**src/rtl/core/bh_pkg.sv**
```systemverilog
// Shared types, codes and the key-order function for the binary heap core.
// Used by bh_level_cell and binary_heap_insert_delete_core; depends on nothing.
package bh_pkg;

	localparam int KEY_W = 32;
	// Level number and level offset widths; they fit heaps of up to 8191 entries.
	localparam int LVL_W = 4;
	localparam int OFF_W = 12;

	localparam logic CMD_INSERT = 1'b0;
	localparam logic CMD_DELETE = 1'b1;

	localparam logic [1:0] ST_OK        = 2'd0;
	localparam logic [1:0] ST_NOT_FOUND = 2'd1;
	localparam logic [1:0] ST_FULL      = 2'd2;

	// One request per cycle, seen by every level cell.
	typedef struct packed {
		logic             rd_en;
		logic [LVL_W-1:0] rd_lvl;
		logic [OFF_W-1:0] rd_off_a;
		logic [OFF_W-1:0] rd_off_b;
		logic             wr_en;
		logic [LVL_W-1:0] wr_lvl;
		logic [OFF_W-1:0] wr_off;
		logic [KEY_W-1:0] wr_key;
	} bh_req_t;

	// Read data handed from cell to cell toward the root.
	typedef struct packed {
		logic [KEY_W-1:0] a;
		logic [KEY_W-1:0] b;
	} bh_rd_t;

	// True when key a belongs above key b under the current ordering.
	function automatic logic bh_above(input logic signed [KEY_W-1:0] a,
		input logic signed [KEY_W-1:0] b, input logic min_mode);
		return min_mode ? (a < b) : (a > b);
	endfunction

endpackage

```
**src/rtl/core/binary_heap_insert_delete_core.sv**
```systemverilog
// Binary heap priority queue of signed 32-bit keys, as a chain of per-level cells and a sequencer.
// Uses bh_pkg and instantiates one bh_level_cell per heap level.
//
// The heap keeps up to HEAP_DEPTH signed keys, smallest at the root when min_mode is 1 and
// largest when it is 0. Each input word is an insert or a delete command and gives exactly one
// result word with status, root and entry count. Items are handled one at a time; the next one
// is taken while the previous result still waits on the output. Every sift step is one read
// of a level cell followed by one compare and write, and an insert climbs one level per step.
// A delete first scans the stored entries in array order at one entry per cycle, then, unless
// the match is the last entry, loads the last entry (S_DEL_RD, S_DEL_LD) and sifts it up and
// down. No clearing pass is needed after reset.
module binary_heap_insert_delete_core import bh_pkg::*; #(
	parameter int HEAP_DEPTH = 64
) (
	input  logic                    clk,
	input  logic                    arst_n,
	input  logic                    cfg_wr_en,
	input  logic                    cfg_wr_data,
	input  logic                    in_valid,
	output logic                    in_ready,
	input  logic                    command,
	input  logic signed [KEY_W-1:0] key_value,
	output logic                    out_valid,
	input  logic                    out_ready,
	output logic [1:0]              status,
	output logic                    root_valid,
	output logic signed [KEY_W-1:0] root_value,
	output logic [6:0]              entry_count
);

	localparam int LEVELS = $clog2(HEAP_DEPTH + 1);
	localparam int CW     = LEVELS;
	localparam int OFFW   = (LEVELS > 1) ? LEVELS - 1 : 1;
	localparam int LVW    = $clog2(LEVELS + 1);

	typedef enum logic [8:0] {
		S_IDLE   = 9'b000000001,
		S_SCAN   = 9'b000000010,
		S_DEL_RD = 9'b000000100,
		S_DEL_LD = 9'b000001000,
		S_UP     = 9'b000010000,
		S_UP_CMP = 9'b000100000,
		S_DN     = 9'b001000000,
		S_DN_CMP = 9'b010000000,
		S_FIN    = 9'b100000000
	} state_t;

	state_t state_q, state_d;

	logic             min_mode_q;
	logic             del_q, del_d;
	logic [KEY_W-1:0] key_q, key_d;
	logic [KEY_W-1:0] dkey_q, dkey_d;
	logic [KEY_W-1:0] root_q;
	logic [1:0]       status_q, status_d;

	logic [CW-1:0]   cnt_q, cnt_d;
	logic [LVW-1:0]  end_lvl_q, end_lvl_d;
	logic [OFFW-1:0] end_off_q, end_off_d;

	logic [CW-1:0]   pos_idx_q, pos_idx_d;
	logic [LVW-1:0]  pos_lvl_q, pos_lvl_d;
	logic [OFFW-1:0] pos_off_q, pos_off_d;
	logic [CW-1:0]   orig_idx_q, orig_idx_d;
	logic [LVW-1:0]  orig_lvl_q, orig_lvl_d;
	logic [OFFW-1:0] orig_off_q, orig_off_d;

	logic [CW-1:0]   scan_idx_q, scan_idx_d;
	logic [LVW-1:0]  scan_lvl_q, scan_lvl_d;
	logic [OFFW-1:0] scan_off_q, scan_off_d;
	logic            chk_v_q, chk_v_d;
	logic [CW-1:0]   chk_idx_q, chk_idx_d;
	logic [LVW-1:0]  chk_lvl_q, chk_lvl_d;
	logic [OFFW-1:0] chk_off_q, chk_off_d;

	logic             out_valid_q, out_valid_d;
	logic [1:0]       out_status_q, out_status_d;
	logic             out_root_v_q, out_root_v_d;
	logic [KEY_W-1:0] out_root_q, out_root_d;
	logic [CW-1:0]    out_cnt_q, out_cnt_d;

	bh_req_t req;
	bh_rd_t  rd;
	bh_rd_t  chain [LEVELS+1];

	// Helpers for the tail slot and for the neighbors of the current slot.
	logic [OFFW:0]   end_span;
	logic [OFFW:0]   prev_span;
	logic [CW-1:0]   end_abs;
	logic [OFFW:0]   scan_span;
	logic [CW-1:0]   par_idx;
	logic [CW:0]     lch_idx;
	logic [CW:0]     rch_idx;
	logic            scan_hit;
	logic            scan_issue;
	logic            go_left;
	logic            go_right;
	logic [KEY_W-1:0] best_key;
	logic [CW+6:0]   cnt_ext;

	assign end_span  = ({{OFFW{1'b0}}, 1'b1} << end_lvl_q) - 1'b1;
	assign prev_span = ({{OFFW{1'b0}}, 1'b1} << (end_lvl_q - 1'b1)) - 1'b1;
	assign end_abs   = CW'(end_span + {1'b0, end_off_q});
	assign scan_span = ({{OFFW{1'b0}}, 1'b1} << scan_lvl_q) - 1'b1;
	assign par_idx   = (pos_idx_q - 1'b1) >> 1;
	assign lch_idx   = {pos_idx_q, 1'b1};
	assign rch_idx   = {pos_idx_q, 1'b0} + 1'b1 + 1'b1;

	assign scan_hit   = chk_v_q && (rd.a == key_q);
	assign scan_issue = !scan_hit && (scan_idx_q < cnt_q);
	assign go_left    = bh_above(rd.a, key_q, min_mode_q);
	assign best_key   = go_left ? rd.a : key_q;
	assign go_right   = (rch_idx < {1'b0, cnt_q}) && bh_above(rd.b, best_key, min_mode_q);

	always_comb begin
		state_d      = state_q;
		del_d        = del_q;
		key_d        = key_q;
		dkey_d       = dkey_q;
		status_d     = status_q;
		cnt_d        = cnt_q;
		end_lvl_d    = end_lvl_q;
		end_off_d    = end_off_q;
		pos_idx_d    = pos_idx_q;
		pos_lvl_d    = pos_lvl_q;
		pos_off_d    = pos_off_q;
		orig_idx_d   = orig_idx_q;
		orig_lvl_d   = orig_lvl_q;
		orig_off_d   = orig_off_q;
		scan_idx_d   = scan_idx_q;
		scan_lvl_d   = scan_lvl_q;
		scan_off_d   = scan_off_q;
		chk_v_d      = 1'b0;
		chk_idx_d    = chk_idx_q;
		chk_lvl_d    = chk_lvl_q;
		chk_off_d    = chk_off_q;
		out_valid_d  = out_valid_q && !out_ready;
		out_status_d = out_status_q;
		out_root_v_d = out_root_v_q;
		out_root_d   = out_root_q;
		out_cnt_d    = out_cnt_q;
		req          = '0;
		req.wr_lvl   = LVL_W'(pos_lvl_q);
		req.wr_off   = OFF_W'(pos_off_q);

		case (state_q)
			S_IDLE: begin
				if (in_valid) begin
					key_d    = key_value;
					dkey_d   = key_value;
					status_d = ST_OK;
					if (command == CMD_INSERT) begin
						del_d = 1'b0;
						if (cnt_q == CW'(HEAP_DEPTH)) begin
							status_d = ST_FULL;
							state_d  = S_FIN;
						end else begin
							pos_idx_d  = cnt_q;
							pos_lvl_d  = end_lvl_q;
							pos_off_d  = end_off_q;
							orig_idx_d = cnt_q;
							orig_lvl_d = end_lvl_q;
							orig_off_d = end_off_q;
							cnt_d      = cnt_q + 1'b1;
							if ({1'b0, end_off_q} == end_span) begin
								end_lvl_d = end_lvl_q + 1'b1;
								end_off_d = '0;
							end else begin
								end_off_d = end_off_q + 1'b1;
							end
							state_d = S_UP;
						end
					end else begin
						del_d = 1'b1;
						if (cnt_q == '0) begin
							status_d = ST_NOT_FOUND;
							state_d  = S_FIN;
						end else begin
							scan_idx_d = '0;
							scan_lvl_d = '0;
							scan_off_d = '0;
							state_d    = S_SCAN;
						end
					end
				end
			end
			S_SCAN: begin
				// Reads go out each cycle until a hit or the end; the prior read's word is compared.
				if (scan_issue) begin
					req.rd_en    = 1'b1;
					req.rd_lvl   = LVL_W'(scan_lvl_q);
					req.rd_off_a = OFF_W'(scan_off_q);
					scan_idx_d   = scan_idx_q + 1'b1;
					if ({1'b0, scan_off_q} == scan_span) begin
						scan_lvl_d = scan_lvl_q + 1'b1;
						scan_off_d = '0;
					end else begin
						scan_off_d = scan_off_q + 1'b1;
					end
				end
				chk_v_d   = scan_issue;
				chk_idx_d = scan_idx_q;
				chk_lvl_d = scan_lvl_q;
				chk_off_d = scan_off_q;
				if (scan_hit) begin
					cnt_d     = cnt_q - 1'b1;
					pos_idx_d = chk_idx_q;
					pos_lvl_d = chk_lvl_q;
					pos_off_d = chk_off_q;
					if (end_off_q == '0) begin
						end_lvl_d = end_lvl_q - 1'b1;
						end_off_d = prev_span[OFFW-1:0];
					end else begin
						end_off_d = end_off_q - 1'b1;
					end
					if (chk_idx_q == cnt_q - 1'b1) begin
						state_d = S_FIN;
					end else begin
						state_d = S_DEL_RD;
					end
				end else if (!chk_v_q && !scan_issue) begin
					status_d = ST_NOT_FOUND;
					state_d  = S_FIN;
				end
			end
			S_DEL_RD: begin
				req.rd_en    = 1'b1;
				req.rd_lvl   = LVL_W'(end_lvl_q);
				req.rd_off_a = OFF_W'(end_off_q);
				state_d      = S_DEL_LD;
			end
			S_DEL_LD: begin
				key_d      = rd.a;
				dkey_d     = rd.a;
				orig_idx_d = pos_idx_q;
				orig_lvl_d = pos_lvl_q;
				orig_off_d = pos_off_q;
				state_d    = S_UP;
			end
			S_UP: begin
				if (pos_idx_q == '0) begin
					req.wr_en  = 1'b1;
					req.wr_key = key_q;
					if (del_q) begin
						pos_idx_d = orig_idx_q;
						pos_lvl_d = orig_lvl_q;
						pos_off_d = orig_off_q;
						key_d     = dkey_q;
						state_d   = S_DN;
					end else begin
						state_d = S_FIN;
					end
				end else begin
					req.rd_en    = 1'b1;
					req.rd_lvl   = LVL_W'(pos_lvl_q - 1'b1);
					req.rd_off_a = OFF_W'(pos_off_q >> 1);
					state_d      = S_UP_CMP;
				end
			end
			S_UP_CMP: begin
				req.wr_en = 1'b1;
				if (bh_above(key_q, rd.a, min_mode_q)) begin
					// The parent moves down into the hole; the first such word is what the
					// later downward pass starts from.
					req.wr_key = rd.a;
					if (pos_idx_q == orig_idx_q) begin
						dkey_d = rd.a;
					end
					pos_idx_d = par_idx;
					pos_lvl_d = pos_lvl_q - 1'b1;
					pos_off_d = pos_off_q >> 1;
					state_d   = S_UP;
				end else begin
					req.wr_key = key_q;
					if (del_q) begin
						pos_idx_d = orig_idx_q;
						pos_lvl_d = orig_lvl_q;
						pos_off_d = orig_off_q;
						key_d     = dkey_q;
						state_d   = S_DN;
					end else begin
						state_d = S_FIN;
					end
				end
			end
			S_DN: begin
				if (lch_idx >= {1'b0, cnt_q}) begin
					req.wr_en  = 1'b1;
					req.wr_key = key_q;
					state_d    = S_FIN;
				end else begin
					req.rd_en    = 1'b1;
					req.rd_lvl   = LVL_W'(pos_lvl_q + 1'b1);
					req.rd_off_a = OFF_W'({pos_off_q, 1'b0});
					req.rd_off_b = OFF_W'({pos_off_q, 1'b1});
					state_d      = S_DN_CMP;
				end
			end
			S_DN_CMP: begin
				req.wr_en = 1'b1;
				if (go_right) begin
					req.wr_key = rd.b;
					pos_idx_d  = rch_idx[CW-1:0];
					pos_lvl_d  = pos_lvl_q + 1'b1;
					pos_off_d  = OFFW'({pos_off_q, 1'b1});
					state_d    = S_DN;
				end else if (go_left) begin
					req.wr_key = rd.a;
					pos_idx_d  = lch_idx[CW-1:0];
					pos_lvl_d  = pos_lvl_q + 1'b1;
					pos_off_d  = OFFW'({pos_off_q, 1'b0});
					state_d    = S_DN;
				end else begin
					req.wr_key = key_q;
					state_d    = S_FIN;
				end
			end
			S_FIN: begin
				if (!out_valid_q || out_ready) begin
					out_valid_d  = 1'b1;
					out_status_d = status_q;
					out_root_v_d = (cnt_q != '0);
					out_root_d   = (cnt_q != '0) ? root_q : '0;
					out_cnt_d    = cnt_q;
					state_d      = S_IDLE;
				end
			end
			default: begin
				state_d = S_IDLE;
			end
		endcase
	end

	always_ff @(posedge clk or negedge arst_n) begin
		if (!arst_n) begin
			state_q     <= S_IDLE;
			min_mode_q  <= 1'b1;
			cnt_q       <= '0;
			end_lvl_q   <= '0;
			end_off_q   <= '0;
			chk_v_q     <= 1'b0;
			out_valid_q <= 1'b0;
			del_q       <= 1'b0;
		end else begin
			state_q     <= state_d;
			cnt_q       <= cnt_d;
			end_lvl_q   <= end_lvl_d;
			end_off_q   <= end_off_d;
			chk_v_q     <= chk_v_d;
			out_valid_q <= out_valid_d;
			del_q       <= del_d;
			if (cfg_wr_en) begin
				min_mode_q <= cfg_wr_data;
			end
		end
	end

	always_ff @(posedge clk) begin
		key_q        <= key_d;
		dkey_q       <= dkey_d;
		status_q     <= status_d;
		pos_idx_q    <= pos_idx_d;
		pos_lvl_q    <= pos_lvl_d;
		pos_off_q    <= pos_off_d;
		orig_idx_q   <= orig_idx_d;
		orig_lvl_q   <= orig_lvl_d;
		orig_off_q   <= orig_off_d;
		scan_idx_q   <= scan_idx_d;
		scan_lvl_q   <= scan_lvl_d;
		scan_off_q   <= scan_off_d;
		chk_idx_q    <= chk_idx_d;
		chk_lvl_q    <= chk_lvl_d;
		chk_off_q    <= chk_off_d;
		out_status_q <= out_status_d;
		out_root_v_q <= out_root_v_d;
		out_root_q   <= out_root_d;
		out_cnt_q    <= out_cnt_d;
		// A shadow of the root slot, so the result never needs an extra read.
		if (req.wr_en && (req.wr_lvl == '0)) begin
			root_q <= req.wr_key;
		end
	end

	assign chain[LEVELS] = '0;

	generate
		for (genvar g = 0; g < LEVELS; g++) begin : g_level
			localparam int SIZE = (g == LEVELS - 1) ? HEAP_DEPTH - (2 ** g - 1) : 2 ** g;
			bh_level_cell #(
				.LEVEL (g),
				.SIZE  (SIZE)
			) u_cell (
				.clk       (clk),
				.arst_n    (arst_n),
				.req       (req),
				.chain_in  (chain[g+1]),
				.chain_out (chain[g])
			);
		end
	endgenerate

	assign rd = chain[0];

	assign cnt_ext     = {7'd0, out_cnt_q};
	assign in_ready    = (state_q == S_IDLE);
	assign out_valid   = out_valid_q;
	assign status      = out_status_q;
	assign root_valid  = out_root_v_q;
	assign root_value  = out_root_q;
	assign entry_count = cnt_ext[6:0];

	a_cnt_bound: assert property (@(posedge clk) disable iff (!arst_n)
		cnt_q <= CW'(HEAP_DEPTH))
		else $error("entry count above heap depth");

	a_tail_track: assert property (@(posedge clk) disable iff (!arst_n)
		end_abs == cnt_q)
		else $error("tail slot out of step with entry count");

	a_scan_no_write: assert property (@(posedge clk) disable iff (!arst_n)
		(state_q == S_SCAN) |-> !req.wr_en)
		else $error("write issued during search");

	a_child_level: assert property (@(posedge clk) disable iff (!arst_n)
		(state_q == S_DN) && req.rd_en |-> (pos_lvl_q + 1'b1) < LVW'(LEVELS))
		else $error("child read beyond last level");

	a_fin_result: assert property (@(posedge clk) disable iff (!arst_n)
		(state_q == S_FIN) && (!out_valid_q || out_ready) |=>
		out_valid && (root_valid == (out_cnt_q != '0)))
		else $error("result word not loaded on finish");

endmodule

```
**src/rtl/core/bh_level_cell.sv**
```systemverilog
// One heap level: key storage for the level's slots that the heap depth reaches, with two registered read ports.
// Uses bh_pkg for the request and read-data structs.
module bh_level_cell import bh_pkg::*; #(
	parameter int LEVEL = 0,
	parameter int SIZE  = 1
) (
	input  logic    clk,
	input  logic    arst_n,
	input  bh_req_t req,
	input  bh_rd_t  chain_in,
	output bh_rd_t  chain_out
);

	logic             sel_q;
	logic [KEY_W-1:0] rd_a_q;
	logic [KEY_W-1:0] rd_b_q;
	logic             rd_hit;
	logic             wr_hit;

	assign rd_hit = req.rd_en && (req.rd_lvl == LVL_W'(LEVEL));
	assign wr_hit = req.wr_en && (req.wr_lvl == LVL_W'(LEVEL));

	always_ff @(posedge clk or negedge arst_n) begin
		if (!arst_n) begin
			sel_q <= 1'b0;
		end else begin
			sel_q <= rd_hit;
		end
	end

	generate
		if (SIZE == 1) begin : g_single
			logic [KEY_W-1:0] key_store_q;
			always_ff @(posedge clk) begin
				if (wr_hit) begin
					key_store_q <= req.wr_key;
				end
				if (rd_hit) begin
					rd_a_q <= key_store_q;
					rd_b_q <= key_store_q;
				end
			end
		end else begin : g_mem
			localparam int AW = $clog2(SIZE);
			logic [KEY_W-1:0] key_store_q [SIZE];
			always_ff @(posedge clk) begin
				if (wr_hit) begin
					key_store_q[req.wr_off[AW-1:0]] <= req.wr_key;
				end
				if (rd_hit) begin
					rd_a_q <= key_store_q[req.rd_off_a[AW-1:0]];
					rd_b_q <= key_store_q[req.rd_off_b[AW-1:0]];
				end
			end
		end
	endgenerate

	// The selected level puts its word on the chain; all others pass the neighbor's word on.
	assign chain_out = sel_q ? bh_rd_t'{a: rd_a_q, b: rd_b_q} : chain_in;

endmodule

```
**config.mk**
```make
export PLATFORM = sky130hd
export DESIGN_NAME = binary_heap_insert_delete_core
export DESIGN_NICKNAME = d
export VERILOG_FILES = /design/src/rtl/core/bh_pkg.sv /design/src/rtl/core/binary_heap_insert_delete_core.sv /design/src/rtl/core/bh_level_cell.sv
export SDC_FILE = /design/constraint.sdc
export NUM_CORES = 2
export LEC_CHECK = 0
export BUFFER_PORTS_ARGS = -buffer_cell sky130_fd_sc_hd__buf_2
export CAP_MARGIN = 20
export CORE_MARGIN = 2
export CORE_UTILIZATION = 35
export DETAILED_ROUTE_END_ITERATION = 7
export PLACE_DENSITY = 0.59
export RECOVER_POWER = 100
export SLEW_MARGIN = 20
export SYNTH_ARGS = -nofsm -noshare
export SYNTH_HDL_FRONTEND = slang
export SYNTH_SLANG_ARGS = --single-unit
```
**constraint.sdc**
```tcl
create_clock -name clk -period 16.35 [get_ports clk]
set_input_delay 0.8175 -clock clk [delete_from_list [all_inputs] [get_ports clk]]
set_output_delay 0.8175 -clock clk [all_outputs]
set_load 0.01 [all_outputs]
```
==> impl_metrics.ini <==
[critical_path]
cp-end-kind = flop
critPathRequiredTime_ns = 16.73
rr_startpoint = g_level[5].u_cell.sel_q$_DFF_PN0_
path_cells = nor2b_1 > clkbuf_1 > a221oi_1 > o311ai_0 > o21ai_0 > o21ai_0 > mux2i_1 > buf_4 > ha_1 > nand4_1 > nor4_1 > nand3_1 > nand3_1 > clkinv_1 > nand2_1 > nand2_1 > nor3_1 > clkbuf_1 > clkbuf_1
crit_fanout = 41
critPathKind = reg -> reg
startpoint_type = flop
critPathSlowestCell = clkbuf_1
cpPeakStageDelay_ns = 2.40
cpMostUsedCell = clkbuf_1
worstPathArrival_ns = 13.74
cp-startpoint = g_level[5].u_cell.sel_q$_DFF_PN0_

[power_and_ir_drop]
ir_drop_uv = 114
power_density_mw_per_mm2 = 143
cellLeakagePower_uw = 0.0455

[drt]
wl_um = 409000
viasPerCell = 5.88
drt_iter0_drc = 10990
dr.pass1.iters = 8
wl_per_cell_um = 29.5
drcViolationCount = 0
antenna_left = 0
via_count = 81608

[yosys]
yosys-top-cells-area = edfxtp_1 (66%), nand2_1 (7.2%), mux4_2 (3.6%)
async_flop_share = 0.0136
yosysMostFrequentCell = edfxtp_1
synth-edff-count = 2604
ys_types = 98
syn-cell-area_mm2 = 0.118
yosys_warnings = 0
synthTopCellsByCount = edfxtp_1 (2604), nand2_1 (2256), nand3_1 (370)
ys_seq_elements = 2640
ys_seq_area_frac = 0.669
ys.flop_type = edfxtp_1
synth_fp_nets = 9312
synth_largest_area_cell = edfxtp_1
netlist.area_leader.share = 0.662
avgSynthCellArea_um2 = 12.9
postSynthCellCount = 9157

[outcome]
violations = max-capacitance violations, max-slew violations
status = complete, but fails checks

[timing]
rsz0062_at_grt = no
clock_skew_ns = 0.0779
fin_crit_ns = 13.36
fmax_mhz = 74.9
worst_pin_slew_ns = 4.64
hold_slack_ns = 0.145
finalCritPeriodShare = 0.817
max_slew_margin = -2.09
setup-violations-final = 0
hold_viol = 0
setup_tns_ns = 0
report.final.slew_viol_count = 3638

[place]
hpwl_um = 237000
numPortBuffers = 82
gp_congestion = 0.907

[final_layout]
drive_gt1_frac = 0.101
syn_to_final_growth_pct = 12.3
multi_input_area_mm2 = 0.0363
fill_cells = 31353
final-seq-area_mm2 = 0.0791
fin_nets = 9283

[clock_tree]
cts-root-buf = clkbuf_16
post_cts.repair.setup_buffers = 0
clkSinkCount = 2640
cts_resized = 0
clk_latency_ns = 0.90
numCtsBuffers = 289
cts_tree = built
cts.clk_slew.worst_paths_ns = 0.07
htree_levels = 5
cts.path.max_buffers = 4
hold_buffers = 0

[global_routing]
antenna_found_initial = 44
overflow = 0
grt_max_degree = 152
grt_pass1_wl_um = 576000
grt_use_total = 0.232
first_global_vias = 77517

[hold_path]
min_from = out_ready
min_path_type = in -> reg

[floorplanning]
dieArea_mm2 = 0.342
core_mm2 = 0.336
die_w_um = 585
fp-row-count = 213
ios = 83
start_util = 0.351
fp.dieH_um = 585

[run]
maxCapViolCount = 115
cell type report:
cell class / count / share of cell area
Clock inverter: 152 / 0.0113
Inverter: 90 / 0.00256
Tap cell: 4515 / 0.0426
Sequential cell: 2640 / 0.596
Timing Repair Buffer: 338 / 0.0153
Clock buffer: 353 / 0.0580
Antenna cell: 19 / 0.000358
Multi-Input combinational cell: 5769 / 0.274
path summary, 6_finish.rpt:
kind,slack [ns],cells past startpoint,end
worst max-delay path,2.99,19,g_level[4].u_cell.rd_b_q[15]$_DFFE_PP_
worst min-delay path,0.15,2,out_valid$_DFF_PN0_
worst max register to register,2.99,19,g_level[4].u_cell.rd_b_q[15]$_DFFE_PP_
worst min register to register,0.40,0,g_level[6].u_cell.rd_a_q[11]$_DFFE_PP_
max in group asynchronous,13.24,2,g_level[3].u_cell.sel_q$_DFF_PN0_
min in group asynchronous,0.97,2,end_off_q[4]$_DFFE_PN0P_
registers in the layout, summed over array words and instances (netlist names), 9 cells and up:
register	flops
g_level.u_cell.g_mem.key_store_q	1984
g_level.u_cell.g_single.key_store_q	64
root_value	32
key_q	32
dkey_q	32
state_q	9
g_level.u_cell.rd_b_q	160
g_level.u_cell.rd_a_q	224
metrics by stage:
step | util | area, um^2 | worst slack [ns] | std cells | total power, uW
after floorplan | - | 118000 | 6.58 | 9157 | 10800
after global placement | 0.370 | 124000 | 5.54 | 13349 | 12600
after detailed placement | 0.370 | 124000 | 5.34 | 13351 | 12600
after CTS | 0.397 | 133000 | 5.30 | 13856 | 19000
after global routing | 0.394 | 133000 | 2.45 | 13864 | 19600
final | 0.394 | 133000 | 2.99 | 13876 | 19000
critical path: cells and delay by family (launching register included):
kind / cells / cell delay (ns)
multiplexers: 1 / 0.10
AO/OA/AOI/OAI: 4 / 1.70
adder cells (fa/ha/maj): 1 / 0.32
flip-flops: 1 / 0.68
AND/OR/NAND/NOR: 8 / 3.53
buffers and inverters: 5 / 6.43
kinds of logic (layout without fill, tap and decap cells):
kind of cell,after synthesis,in the layout,synth area share
other,0,19,0
multiplexers,561,561,0.0683
adder cells (fa/ha/maj),116,116,0.0123
AND/OR/NAND/NOR,3466,3466,0.127
XOR/XNOR,60,60,0.00445
AO/OA/AOI/OAI,1566,1566,0.0896
buffers and inverters,748,933,0.0287
flip-flops,2640,2640,0.669
placed cells by master (no fill, tap or decap), drive strengths merged, types with 34 or more instances in the layout:
| cell | count |
|---|---|
| mux4 | 191 |
| edfxtp | 2604 |
| o211ai | 36 |
| nand2b | 35 |
| o21ai | 372 |
| dfrtp | 34 |
| nand3 | 370 |
| a21oi | 298 |
| ha | 116 |
| nand4 | 70 |
| nor2 | 229 |
| a311oi | 112 |
| inv | 94 |
| a221oi | 126 |
| nand2 | 2259 |
| a22oi | 71 |
| and2 | 62 |
| xnor2 | 36 |
| nor3 | 53 |
| clkinv | 118 |
| clkbuf | 507 |
| mux2i | 316 |
| buf | 184 |
| nor2b | 63 |
| mux2 | 54 |
| and3 | 272 |
| a211oi | 98 |
| a31oi | 162 |
power by group:
| part | switching (uW) | internal [uW] | leakage, uW |
|---|---|---|---|
| Sequential | 269 | 7730 | 0.0263 |
| Clock | 2730 | 3730 | 0.00450 |
| Combinational | 3190 | 1360 | 0.0147 |
| Total | 6190 | 12800 | 0.0455 |
routing by layer:
layer / up-vias / part of all wire / track usage
met5: - / 0.00031 / 0
met4: 18 / 0.044 / 0.0958
met3: 844 / 0.11 / 0.0503
met2: 5089 / 0.45 / 0.362
met1: 41155 / 0.39 / 0.314
li1: 34502 / - / -
(Power assumes the default switching activity.)
